`src/rtl/core/lnr_pkg.sv`:
```
// ---------------------------------------------------------------------------
// lnr_pkg
// Shared types and constants of the layer normalization row unit.
// ---------------------------------------------------------------------------
package lnr_pkg;

    localparam int MAX_COLS_DEF = 64;
    localparam int DATA_W       = 16;
    localparam int ROW_LEN_W    = 7;
    localparam int EPS_W        = 16;
    localparam int RSTD_W       = 24;
    localparam int VAR_W        = 35;
    localparam int DIV_NW       = 49;
    localparam int DIV_DW       = 36;
    localparam int CFG_W        = 16;
    localparam int CFG_IDX_W    = 2;

    localparam logic [RSTD_W-1:0] RSTD_MAX = {RSTD_W{1'b1}};

    localparam logic [CFG_IDX_W-1:0] CFG_ROW_LEN   = 2'd0;
    localparam logic [CFG_IDX_W-1:0] CFG_EPS       = 2'd1;
    localparam logic [CFG_IDX_W-1:0] CFG_USE_SCALE = 2'd2;
    localparam logic [CFG_IDX_W-1:0] CFG_USE_SHIFT = 2'd3;

    localparam logic [ROW_LEN_W-1:0] ROW_LEN_RST = 7'd64;
    localparam logic [EPS_W-1:0]     EPS_RST     = 16'd1;

    typedef struct packed {
        logic signed [DATA_W-1:0] x_value;
        logic signed [DATA_W-1:0] scale_value;
        logic signed [DATA_W-1:0] shift_value;
    } t_lnr_in;

    typedef struct packed {
        logic signed [DATA_W-1:0] y_value;
        logic signed [DATA_W-1:0] row_mean;
        logic [RSTD_W-1:0]        row_rstd;
        logic                     last_of_row;
    } t_lnr_out;

    typedef enum logic [1:0] {
        RD_SUM,
        RD_SQ,
        RD_EMIT
    } t_rd_kind;

    typedef enum logic [1:0] {
        DIV_MEAN,
        DIV_VAR,
        DIV_RECIP
    } t_div_sel;

    typedef struct packed {
        logic     rd_en;
        t_rd_kind rd_kind;
        logic     clr;
        logic     emit_last;
        logic     div_start;
        t_div_sel div_sel;
    } t_lnr_cmd;

    typedef struct packed {
        logic calc_busy;
        logic pipe_busy;
        logic out_busy;
    } t_lnr_sts;

endpackage

```
`src/rtl/core/lnr_ctrl.sv`:
```
// ---------------------------------------------------------------------------
// lnr_ctrl
// Row sequencer: load, sum pass, mean divide, square pass, variance and
// reciprocal divide plus square root, then element emit.
// ---------------------------------------------------------------------------
module lnr_ctrl #(
    parameter int MAX_COLS = lnr_pkg::MAX_COLS_DEF,
    localparam int AW = (MAX_COLS > 1) ? $clog2(MAX_COLS) : 1,
    localparam int LW = $clog2(MAX_COLS + 1)
) (
    input  logic                               i_clk,
    input  logic                               i_rst_n,
    input  logic                               i_in_valid,
    output logic                               o_in_ready,
    input  logic [lnr_pkg::ROW_LEN_W-1:0]      i_row_len,
    input  lnr_pkg::t_lnr_sts                  i_sts,
    output lnr_pkg::t_lnr_cmd                  o_cmd,
    output logic [AW-1:0]                      o_rd_addr,
    output logic [AW-1:0]                      o_wr_addr,
    output logic [LW-1:0]                      o_len
);
    import lnr_pkg::*;

    typedef enum logic [3:0] {
        S_LOAD,
        S_SUM,
        S_SUM_WAIT,
        S_MDIV,
        S_SQ,
        S_SQ_WAIT,
        S_VDIV,
        S_RDIV,
        S_EMIT,
        S_DRAIN
    } t_state;

    t_state        r_state, n_state;
    t_lnr_cmd      r_cmd, n_cmd;
    logic [AW-1:0] r_addr, n_addr;
    logic [LW-1:0] r_k, n_k;
    logic [LW-1:0] r_fill, n_fill;
    logic [LW-1:0] w_len;
    logic          w_accept;

    // zero counts as one, anything above the store depth clamps
    always_comb begin
        if (i_row_len == '0) begin
            w_len = LW'(1);
        end else if (32'(i_row_len) > MAX_COLS) begin
            w_len = LW'(MAX_COLS);
        end else begin
            w_len = LW'(i_row_len);
        end
    end

    assign w_accept = i_in_valid && o_in_ready;

    always_comb begin
        n_state = r_state;
        n_cmd   = '0;
        n_addr  = r_addr;
        n_k     = r_k;
        n_fill  = r_fill;
        unique case (r_state)
            S_LOAD: begin
                if (w_accept) begin
                    if ((r_fill + LW'(1)) >= w_len) begin
                        n_fill        = '0;
                        n_cmd.rd_en   = 1'b1;
                        n_cmd.rd_kind = RD_SUM;
                        n_cmd.clr     = 1'b1;
                        n_addr        = '0;
                        n_k           = LW'(1);
                        n_state       = (w_len == LW'(1)) ? S_SUM_WAIT : S_SUM;
                    end else begin
                        n_fill = r_fill + LW'(1);
                    end
                end
            end
            S_SUM, S_SQ: begin
                n_cmd.rd_en   = 1'b1;
                n_cmd.rd_kind = (r_state == S_SUM) ? RD_SUM : RD_SQ;
                n_addr        = r_k[AW-1:0];
                if (r_k == w_len - LW'(1)) begin
                    n_state = (r_state == S_SUM) ? S_SUM_WAIT : S_SQ_WAIT;
                end else begin
                    n_k = r_k + LW'(1);
                end
            end
            S_SUM_WAIT: begin
                if (!i_sts.pipe_busy) begin
                    n_cmd.div_start = 1'b1;
                    n_cmd.div_sel   = DIV_MEAN;
                    n_state         = S_MDIV;
                end
            end
            S_MDIV: begin
                if (!i_sts.calc_busy) begin
                    n_cmd.rd_en   = 1'b1;
                    n_cmd.rd_kind = RD_SQ;
                    n_addr        = '0;
                    n_k           = LW'(1);
                    n_state       = (w_len == LW'(1)) ? S_SQ_WAIT : S_SQ;
                end
            end
            S_SQ_WAIT: begin
                if (!i_sts.pipe_busy) begin
                    n_cmd.div_start = 1'b1;
                    n_cmd.div_sel   = DIV_VAR;
                    n_state         = S_VDIV;
                end
            end
            S_VDIV: begin
                if (!i_sts.calc_busy) begin
                    n_cmd.div_start = 1'b1;
                    n_cmd.div_sel   = DIV_RECIP;
                    n_state         = S_RDIV;
                end
            end
            S_RDIV: begin
                // waits for the reciprocal divide and the square root
                if (!i_sts.calc_busy) begin
                    n_k     = '0;
                    n_state = S_EMIT;
                end
            end
            S_EMIT: begin
                if (!i_sts.pipe_busy && !i_sts.out_busy) begin
                    n_cmd.rd_en     = 1'b1;
                    n_cmd.rd_kind   = RD_EMIT;
                    n_cmd.emit_last = (r_k == w_len - LW'(1));
                    n_addr          = r_k[AW-1:0];
                    if (r_k == w_len - LW'(1)) begin
                        n_state = S_DRAIN;
                    end else begin
                        n_k = r_k + LW'(1);
                    end
                end
            end
            S_DRAIN: begin
                if (!i_sts.pipe_busy) begin
                    n_state = S_LOAD;
                end
            end
            default: begin
                n_state = S_LOAD;
            end
        endcase
    end

    always_ff @(posedge i_clk) begin
        if (!i_rst_n) begin
            r_state <= S_LOAD;
            r_cmd   <= '0;
            r_k     <= '0;
            r_fill  <= '0;
        end else begin
            r_state <= n_state;
            r_cmd   <= n_cmd;
            r_k     <= n_k;
            r_fill  <= n_fill;
        end
        r_addr <= n_addr;
    end

    assign o_in_ready = (r_state == S_LOAD);
    assign o_cmd      = r_cmd;
    assign o_rd_addr  = r_addr;
    assign o_wr_addr  = r_fill[AW-1:0];
    assign o_len      = w_len;
endmodule

```
`config.mk`:
```
export PLATFORM = sky130hd
export DESIGN_NAME = lnr_ctrl
export DESIGN_NICKNAME = d
export VERILOG_FILES = /design/src/rtl/core/lnr_pkg.sv /design/src/rtl/core/lnr_ctrl.sv
export SDC_FILE = /design/constraint.sdc
export NUM_CORES = 1
export LEC_CHECK = 0
export ABC_AREA = 1
export CAP_MARGIN = 20
export CORE_MARGIN = 3
export CORE_UTILIZATION = 45
export DETAILED_ROUTE_END_ITERATION = 12
export DONT_BUFFER_PORTS = 1
export PLACE_DENSITY_LB_ADDON = 0.1
export SYNTH_ARGS = -nofsm -noshare
export SYNTH_HDL_FRONTEND = slang
export SYNTH_SLANG_ARGS = --single-unit
```
`constraint.sdc`:
```
create_clock -name i_clk -period 3.6 [get_ports i_clk]
set_input_delay 0.54 -clock i_clk [delete_from_list [all_inputs] [get_ports i_clk]]
set_output_delay 0.54 -clock i_clk [all_outputs]
set_load 0.1 [all_outputs]
```
==> flow_summary.yaml, run 1 <==
grt:
  globalRouteOverflowTotal: 0
  antenna_found_initial: 0
  track_usage_pct: 19.1
  grt_pass1_vias: 1912
  grt_pass1_wl_mm: 9.14
  grt_max_degree: 18
yosys:
  synth_cell_type_count: 36
  syn-cell-area_mm2: 0.00226
  ys_ff_latch: 32
  synthArstFlopShare_pct: 0
  synth_edf_count: 6
  yosysTopAreaCell: "dfxtp_1"
  syn_inst: 324
  synth_top_area_share_pct: 23.1
  synth_commonest_cells: "62 x nand2_1, 42 x inv_1, 39 x nor2_1"
  yosysWarnings: 0
  synth_flop_cell: "dfxtp_1"
  syn-num-nets: 348
  synthMostInstantiatedCell: "nand2_1"
  ys_top_cells_by_area: "dfxtp_1 23%, nand2_1 10%, edfxtp_1 8.0%, inv_1 7.0%, nand3_1 6.7%"
  syn_area_per_cell_um2: 6.96
  yosysSeqAreaShare_pct: 31.1
clocking:
  holdBufCountCts: 0
  clk_latency_ns: 0.28
  cts_tree: "done"
  cts_setup_buffers: 0
  cts_resized: 0
  cts.sink_count: 32
  path_clk_slew_ns: 0.07
  clock_path_buffers: 2
  cts_buffers: 5
  cts_root_buf: "clkbuf_8"
  htree_levels: 2
run_status:
  status: "completed"
place:
  pre_cts_ws_ns: 0.917
  routabilityCongestion: 0.871
  dpl.hpwl_mm: 4.05
  postPlaceCellArea_mm2: 0.00236
  dp.cells: 392
  port_buffers: 0
sta:
  fin_tns_setup_ns: 0
  clock-skew-final_ns: 0.00345
  hold_violations: 0
  rsz0062_at_grt: "false"
  whs_ns: 0.358
  finalMaxSlewViolations: 0
  min_period_over_period_pct: 74.8
  relSlewSlack_pct: 36.0
  worst_slack_ns: 0.906
  worst_pin_slew_ns: 0.959
  fmax_mhz: 371
  period_minus_slack_ns: 2.69
  setup_violations: 0
detailed_routing:
  drc: 0
  drt_wl_total_mm: 5.30
  ant_nets: 0
  first_pass_iters: 4
  via_count: 2020
  via_per_inst: 5.05
  drt_first_iter_violations: 65
  wl_per_cell_um: 13.2
die:
  rows: 25
  die_x_um: 76.8
  top_level_ports: 41
  die_h_um: 76.8
  start_util_pct: 47.1
  dieArea_mm2: 0.00590
  fp.coreArea_mm2: 0.00479
layout:
  fin_nets: 356
  antenna_cells: 0
  design_area_mm2: 0.00247
  syn_to_final_growth_pct: 9.37
  post_route_cells_drive_above_1_share_pct: 15.9
  finalNonFillerCells: 400
  final_util_pct: 51.6
pwr:
  pwr-share-comb_pct: 40.3
  ir_drop_mv: 0.484
  netSwitchingPower_mw: 1.10
  p_clk_share_pct: 17.6
  switching_share_pct: 55.8
  seqPwrFrac_pct: 42.1
  intPower_mw: 0.873
  p_leak_nw: 1.14
  cellPowerDensity_mw_per_mm2: 800
  total_power_mw: 1.97
worst_setup_path:
  cp_slowest_cell: "dfxtp_1"
  path_max_fanout: 8
  r2r_slack_ns: 0.91
  crit_family: "simple AND/OR/NAND/NOR gates"
  path_class: "register to register"
  required_ns: 3.78
  start_kind: "register"
  cp_num_buf_inv: 0
  cp_cell_sequence: "ha_1 > nand3_1 > nand3b_1 > xnor2_1 > ha_1 > a21oi_1 > o21a_1 > nand3_1 > nor2_1 > nor2_2 > a21oi_1 > nor2_1"
  max_stage_delay_ns: 0.38
  end_kind: "register"
  crit_arrival_ns: 2.87
run:
  cap_violations: 0
min_path:
  hold_class: "primary input to register"
==> flip-flops by register name, indices dropped and copies added (netlist names) <==
name	cells
r_k	7
r_fill	7
o_rd_addr	6
r_state	4
o_cmd	8
==> power by group through the flow <==
stage	logic (mW)	registers (mW)	clock network, mW
6_report	0.795	0.831	0.347
5_1_grt	0.887	0.842	0.376
4_1_cts	0.793	0.833	0.353
3_5_place_dp	0.786	0.839	0
3_3_place_gp	0.789	0.840	0
2_1_floorplan	0.656	0.828	0
==> final timing paths <==
path,from,endpoint,cells past startpoint
worst min-delay path,i_rst_n,o_cmd[2],2
worst max-delay path,r_fill[0],r_state[1],12
worst max register to register,r_fill[0],r_state[1],12
worst min register to register,r_fill[6],r_fill[6],2
==> routing by layer <==
metal	up-vias	wire length (um)	global-route usage, %
li1	1061	-	-
met1	912	2700	26.8
met2	40	2300	28.5
met3	7	234	5.40
met4	0	62	5.43
met5	-	0	0
==> cell families (layout without fill, tap and decap cells) <==
kind of cell	Yosys count	after routing	share of synthesized area (%)
buffers and inverters	59	68	11.0
adder cells (fa/ha/maj)	11	11	6.10
AO/OA/AOI/OAI	36	36	9.32
XOR/XNOR	13	13	5.05
flip-flops	32	32	31.1
AND/OR/NAND/NOR	173	173	37.4
==> cell type report <==
class / count / area [um2]
sequential: 32 / 701
clock buffer: 5 / 68.8
tap: 67 / 83.8
fill: 500 / 2320
inverter: 50 / 188
clock inverter: 3 / 42.5
multi-input combinational: 233 / 1310
timing repair buffer: 10 / 75.1
==> placed cells by master, fill, tap and decap left out, types with 8 or more instances in the layout <==
| cell type | netlist | routed |
|---|---|---|
| a21oi_1 | 20 | 20 |
| nand4_1 | 8 | 8 |
| ha_1 | 11 | 11 |
| nand3_1 | 30 | 30 |
| dfxtp_1 | 26 | 26 |
| nand2_1 | 62 | 62 |
| buf_4 | 6 | 10 |
| nor2_1 | 39 | 38 |
| nand2_2 | 8 | 8 |
| inv_1 | 42 | 42 |
| xor2_1 | 9 | 9 |
(Power assumes the default switching activity.)
==> run 2, diff against run 1 <==
==> constraint.sdc (replaced) <==
create_clock -name i_clk -period 2.2 [get_ports i_clk]
set_input_delay 0.33 -clock i_clk [delete_from_list [all_inputs] [get_ports i_clk]]
set_output_delay 0.33 -clock i_clk [all_outputs]
set_load 0.1 [all_outputs]
==> run 2 against run 1 <==
  * Critical endpoint is now r_k[4]
  * Via count rose by 11%
  * Maximum frequency grew 16%
  * Non-clock buffer count is 41 higher
  * The flow now finishes with violations (setup timing)
  * Die area stayed put
  * Count of clock-buffer cells in the layout unchanged
  * Worst hold slack got worse by 0.22 ns
  * Sequential power down 2%
  * Wire length is 8.3% higher
  * Power rose by 77%
==> flow_summary.yaml, run 2 (synthesis results as in run 1) <==
pwr:
  p_leak_nw: 1.39
  cellPowerDensity_mw_per_mm2: 1180
  ir_drop_mv: 0.861
  total_power_mw: 3.50
place:
  postPlaceCellArea_mm2: 0.00271
  port_buffers: 0
  pre_cts_ws_ns: -0.191
  dp.cells: 427
  routabilityCongestion: 0.966
  dpl.hpwl_mm: 4.28
clocking:
  clock_path_buffers: 2
  cts_tree: "done"
  htree_levels: 2
  path_clk_slew_ns: 0.07
  holdBufCountCts: 0
  cts.sink_count: 32
  cts_root_buf: "clkbuf_8"
  clk_latency_ns: 0.29
  cts_buffers: 5
worst_setup_path:
  reg2reg_to: "r_k[4]"
  r2r_slack_ns: -0.13
  path_max_fanout: 8
  required_ns: 2.43
  end_kind: "register"
  path_class: "register to register"
  r2r-start: "r_fill[1]"
  crit_arrival_ns: 2.56
  start_kind: "register"
  r2r.worst_path.cells: 13
layout:
  largest_register_ffs: 8
  antenna_cells: 0
  final_util_pct: 62.2
  seq_area_um2: 706
  layout_commonest_cell: "nand2_1"
  syn_to_final_growth_pct: 31.9
  layout_common_cells: "57 x nand2_1, 50 x buf_4, 39 x inv_1"
  finalNonFillerCells: 441
  post_route_cells_drive_above_1_share_pct: 34.5
  design_area_mm2: 0.00298
  fin_nets: 397
  multiInputGateArea_mm2: 0.00151
  fillers: 435
sta:
  whs_ns: 0.143
  fmax_mhz: 429
  fin_tns_setup_ns: -1.72
  rsz0062_at_grt: "true"
  finalMaxSlewViolations: 0
  min_period_over_period_pct: 106
  clock-skew-final_ns: 0.00621
  worst_slack_ns: -0.129
  relSlewSlack_pct: 67.4
  worst_pin_slew_ns: 0.488
  period_minus_slack_ns: 2.33
  setup_violations: 20
  hold_violations: 0
min_path:
  worst_hold_path.num_cells: 2
  hold_path_end: "o_cmd[2]"
  min_from: "i_rst_n"
  hold_class: "primary input to register"
die:
  rows: 25
  fp.coreArea_mm2: 0.00479
  die_x_um: 76.8
  top_level_ports: 41
  dieArea_mm2: 0.00590
  start_util_pct: 47.1
  die_h_um: 76.8
grt:
  grt_pass1_vias: 2066
  globalRouteOverflowTotal: 0
  grt_pass1_wl_mm: 9.42
  grt_max_degree: 12
  track_usage_pct: 19.6
  antenna_found_initial: 0
run_status:
  status: "finished, violations left"
  violations: "setup timing"
detailed_routing:
  drt_first_iter_violations: 130
  via_count: 2233
  wl_per_cell_um: 13.0
  ant_nets: 0
  drt_wl_total_mm: 5.74
  via_per_inst: 5.06
  first_pass_iters: 4
  drc: 0
run:
  cap_violations: 0
-- run 2: changes by cell type in the layout (fill, tap and decap cells not counted), moves of 3 or more --
cell | before | now
a21oi_1 | 20 | 10
a21oi_2 | 2 | 12
buf_4 | 10 | 50
ha_1 | 11 | 6
ha_4 | 0 | 5
inv_1 | 42 | 39
nand2_1 | 62 | 57
nand2_2 | 8 | 12
nand3_1 | 30 | 25
nand3_2 | 3 | 8
nor2_4 | 3 | 6
-- run 2: report_power, final --
group | total (mW) | internal, mW | switching [mW]
clock | 0.461 | 0.220 | 0.241
combinational | 2.22 | 0.588 | 1.63
sequential | 0.817 | 0.743 | 0.0736
total | 3.50 | 1.55 | 1.95
-- run 2: timing repair --
item                                    CTS  global route
endpoints found under the setup margin   24            25
pin swaps                                 8            10
gates resized for setup                   4            23
setup buffers                             4             2
hold endpoints to repair                  0             0
-- run 2: worst max path at each step --
stage / startpoint / end / cells after the start
after global routing: r_fill[1] / r_k[0] / 14
final: r_fill[1] / r_k[4] / 13
after floorplan: i_row_len[1] / o_rd_addr[0] / 10
after global placement: r_fill[1] / r_k[0] / 14
after detailed placement: r_fill[1] / r_k[4] / 13
after CTS: r_fill[1] / r_k[4] / 13
-- run 2: metal layers --
| metal | track usage (%) | vias up | share of wire (%) |
|---|---|---|---|
| li1 | - | 1142 | - |
| met1 | 25.1 | 1035 | 46 |
| met2 | 32.5 | 49 | 49 |
| met3 | 4.23 | 7 | 3.9 |
| met4 | 6.52 | 0 | 1.4 |
| met5 | 0 | - | 0 |
-- run 2: worst max-delay path: stages, from the launching register on --
cell	delay, ns
dfxtp_2	0.36
buf_4	0.12
nand3_1	0.09
nand3b_1	0.22
xnor2_2	0.17
ha_1	0.33
nand2_1	0.08
o21a_1	0.13
nand3_2	0.11
nor2_4	0.24
nor2_4	0.10
nand2_4	0.13
nand2_1	0.08
a21oi_2	0.13
-- run 2: final cells by class --
class | instances | area share [%]
multi-input cells | 233 | 50.6
flip-flops and latches | 32 | 23.7
repair buffers | 51 | 13.0
inverters | 50 | 6.90
well taps | 67 | 2.82
clock buffers | 5 | 2.31
clock inverters | 3 | 0.631
==> run 3, diff against run 2 <==
--- a/config.mk
+++ b/config.mk
@@ -15,3 +15,4 @@
 export SYNTH_ARGS = -nofsm -noshare
 export SYNTH_HDL_FRONTEND = slang
 export SYNTH_SLANG_ARGS = --single-unit
+export TNS_END_PERCENT = 10
==> run 3 against run 2 <==
  * Sequential power is 1% lower
  * Clock skew is 0.0032 ns lower
  * Design area is 1.9% lower
  * Combinational power is 5% lower
  * First-iteration DRC count is 28% lower
  * Count of clock-buffer cells in the layout stayed put
  * Global-route usage is 0.71 points lower
  * Sequential cell count stayed put
  * Clock power is 5.2% lower
  * Largest power group unchanged
  * Setup slack better by 0.066 ns
  * The flow still finishes with violations (setup timing)
  * Worst hold slack better by 0.019 ns
  * Die area stayed put
==> flow_summary.yaml, run 3 (synthesis results as in run 1) <==
die:
  start_util_pct: 47.1
  dieArea_mm2: 0.00590
  die_x_um: 76.8
  rows: 25
  fp.coreArea_mm2: 0.00479
  die_h_um: 76.8
  top_level_ports: 41
clocking:
  cts_root_buf: "clkbuf_8"
  htree_levels: 2
  cts.sink_count: 32
  holdBufCountCts: 0
  cts_buffers: 5
  cts_tree: "done"
  clock_path_buffers: 2
  path_clk_slew_ns: 0.07
  clk_latency_ns: 0.28
sta:
  hold_violations: 0
  setup_violations: 15
  worst_pin_slew_ns: 0.439
  fin_tns_setup_ns: -0.670
  min_period_over_period_pct: 103
  worst_slack_ns: -0.0630
  fmax_mhz: 442
  clock-skew-final_ns: 0.00302
  finalMaxSlewViolations: 0
  rsz0062_at_grt: "true"
  relSlewSlack_pct: 70.7
  period_minus_slack_ns: 2.26
  whs_ns: 0.162
place:
  dpl.hpwl_mm: 4.25
  port_buffers: 0
  routabilityCongestion: 0.911
  pre_cts_ws_ns: -0.232
grt:
  antenna_found_initial: 0
  track_usage_pct: 18.8
  grt_pass1_wl_mm: 9.14
  globalRouteOverflowTotal: 0
  grt_max_degree: 12
  grt_pass1_vias: 2023
worst_setup_path:
  crit_arrival_ns: 2.44
  path_max_fanout: 8
  cp_cell_sequence: "buf_4 > nand3_1 > nand3b_1 > xnor2_1 > ha_1 > nand2_1 > o21a_1 > nand3_2 > nor2_4 > nor2_4 > nand2_4 > nand2_1 > nand2_1 > nor2_1"
  start_kind: "register"
  reg2reg_to: "r_k[0]"
  cpMostUsedCell: "nand2_1"
  end_kind: "register"
  max_stage_delay_ns: 0.35
  required_ns: 2.38
  r2r.worst_path.cells: 14
  path_class: "register to register"
  r2r-start: "r_fill[1]"
  r2r_slack_ns: -0.06
  cp_slowest_cell: "dfxtp_2"
run:
  cap_violations: 0
run_status:
  status: "finished, violations left"
  violations: "setup timing"
detailed_routing:
  ant_nets: 0
  drt_wl_total_mm: 5.41
  wl_per_cell_um: 12.3
  first_pass_iters: 4
  via_per_inst: 4.92
  drt_first_iter_violations: 94
  drc: 0
  via_count: 2164
layout:
  post_route_cells_drive_above_1_share_pct: 31.9
  layout_commonest_cell: "nand2_1"
  syn_to_final_growth_pct: 29.3
  antenna_cells: 0
  layout_common_cells: "61 x nand2_1, 50 x buf_4, 38 x inv_1"
  largest_register_ffs: 8
  fin_nets: 396
min_path:
  hold_path_end: "o_cmd[2]"
  hold_class: "primary input to register"
  min_from: "i_rst_n"
  worst_hold_path.num_cells: 2
pwr:
  ir_drop_mv: 0.922
  cellPowerDensity_mw_per_mm2: 1150
  p_leak_nw: 1.37
-- run 3: per-stage QoR --
| step | std cells | utilization [%] | instance area (um2) | power [mW] |
|---|---|---|---|---|
| 4_1_cts | 439 | 59.3 | 2840 | 3.33 |
| 6_report | 440 | 61.0 | 2920 | 3.35 |
| 3_3_place_gp | 425 | 55.7 | 2670 | 2.84 |
| 3_5_place_dp | 425 | 55.7 | 2670 | 2.85 |
| 5_1_grt | 440 | 61.0 | 2920 | 3.58 |
| 2_1_floorplan | 324 | - | 2320 | 2.50 |
-- run 3: layer usage --
layer,GRT usage [%],vias to the layer above,routed length (um)
met2,31.6,52,2600
met5,0,-,0
met3,4.23,7,295
met1,24.1,964,2440
li1,-,1141,-
met4,5.62,0,73
-- run 3: layout make-up --
class	instances	area, um2
clock inverters	3	18.8
flip-flops and latches	32	706
repair buffers	50	375
inverters	50	203
well taps	67	83.8
multi-input cells	233	1460
clock buffers	5	68.8
fillers	454	1870
-- run 3: power by group --
group          switching, mW  internal, mW  leakage, nW  total [mW]
registers             0.0668         0.740        0.271       0.807
clock network          0.217         0.220       0.0479       0.437
logic                   1.57         0.538         1.05        2.11
-- run 3: critical path: cells and delay by family, from the launching register on --
| family | cells | cell delay (ns) |
|---|---|---|
| fa+ha+maj | 1 | 0.30 |
| simple gates | 10 | 1.02 |
| flops | 1 | 0.35 |
| compound gates | 1 | 0.13 |
| buf+inv | 1 | 0.12 |
| xor+xnor | 1 | 0.21 |
-- run 3: worst max-delay path by stage --
stage / from / endpoint / slack, ns
floorplan: i_row_len[1] / o_rd_addr[0] / -0.11
global placement: r_fill[1] / r_k[0] / -0.14
detailed placement: r_fill[1] / r_k[0] / -0.23
CTS: r_fill[1] / r_k[1] / -0.09
global route: r_fill[1] / r_k[0] / -0.26
finish: r_fill[1] / r_k[0] / -0.06
-- run 3: what timing repair did --
action / 4_1_cts / 5_1_grt
pin swaps: 11 / 8
setup buffers: 6 / 1
gates cloned: 0 / 0
resized for setup: 9 / 13
endpoints found under the setup margin: 25 / 25
hold endpoints to repair: 0 / 0
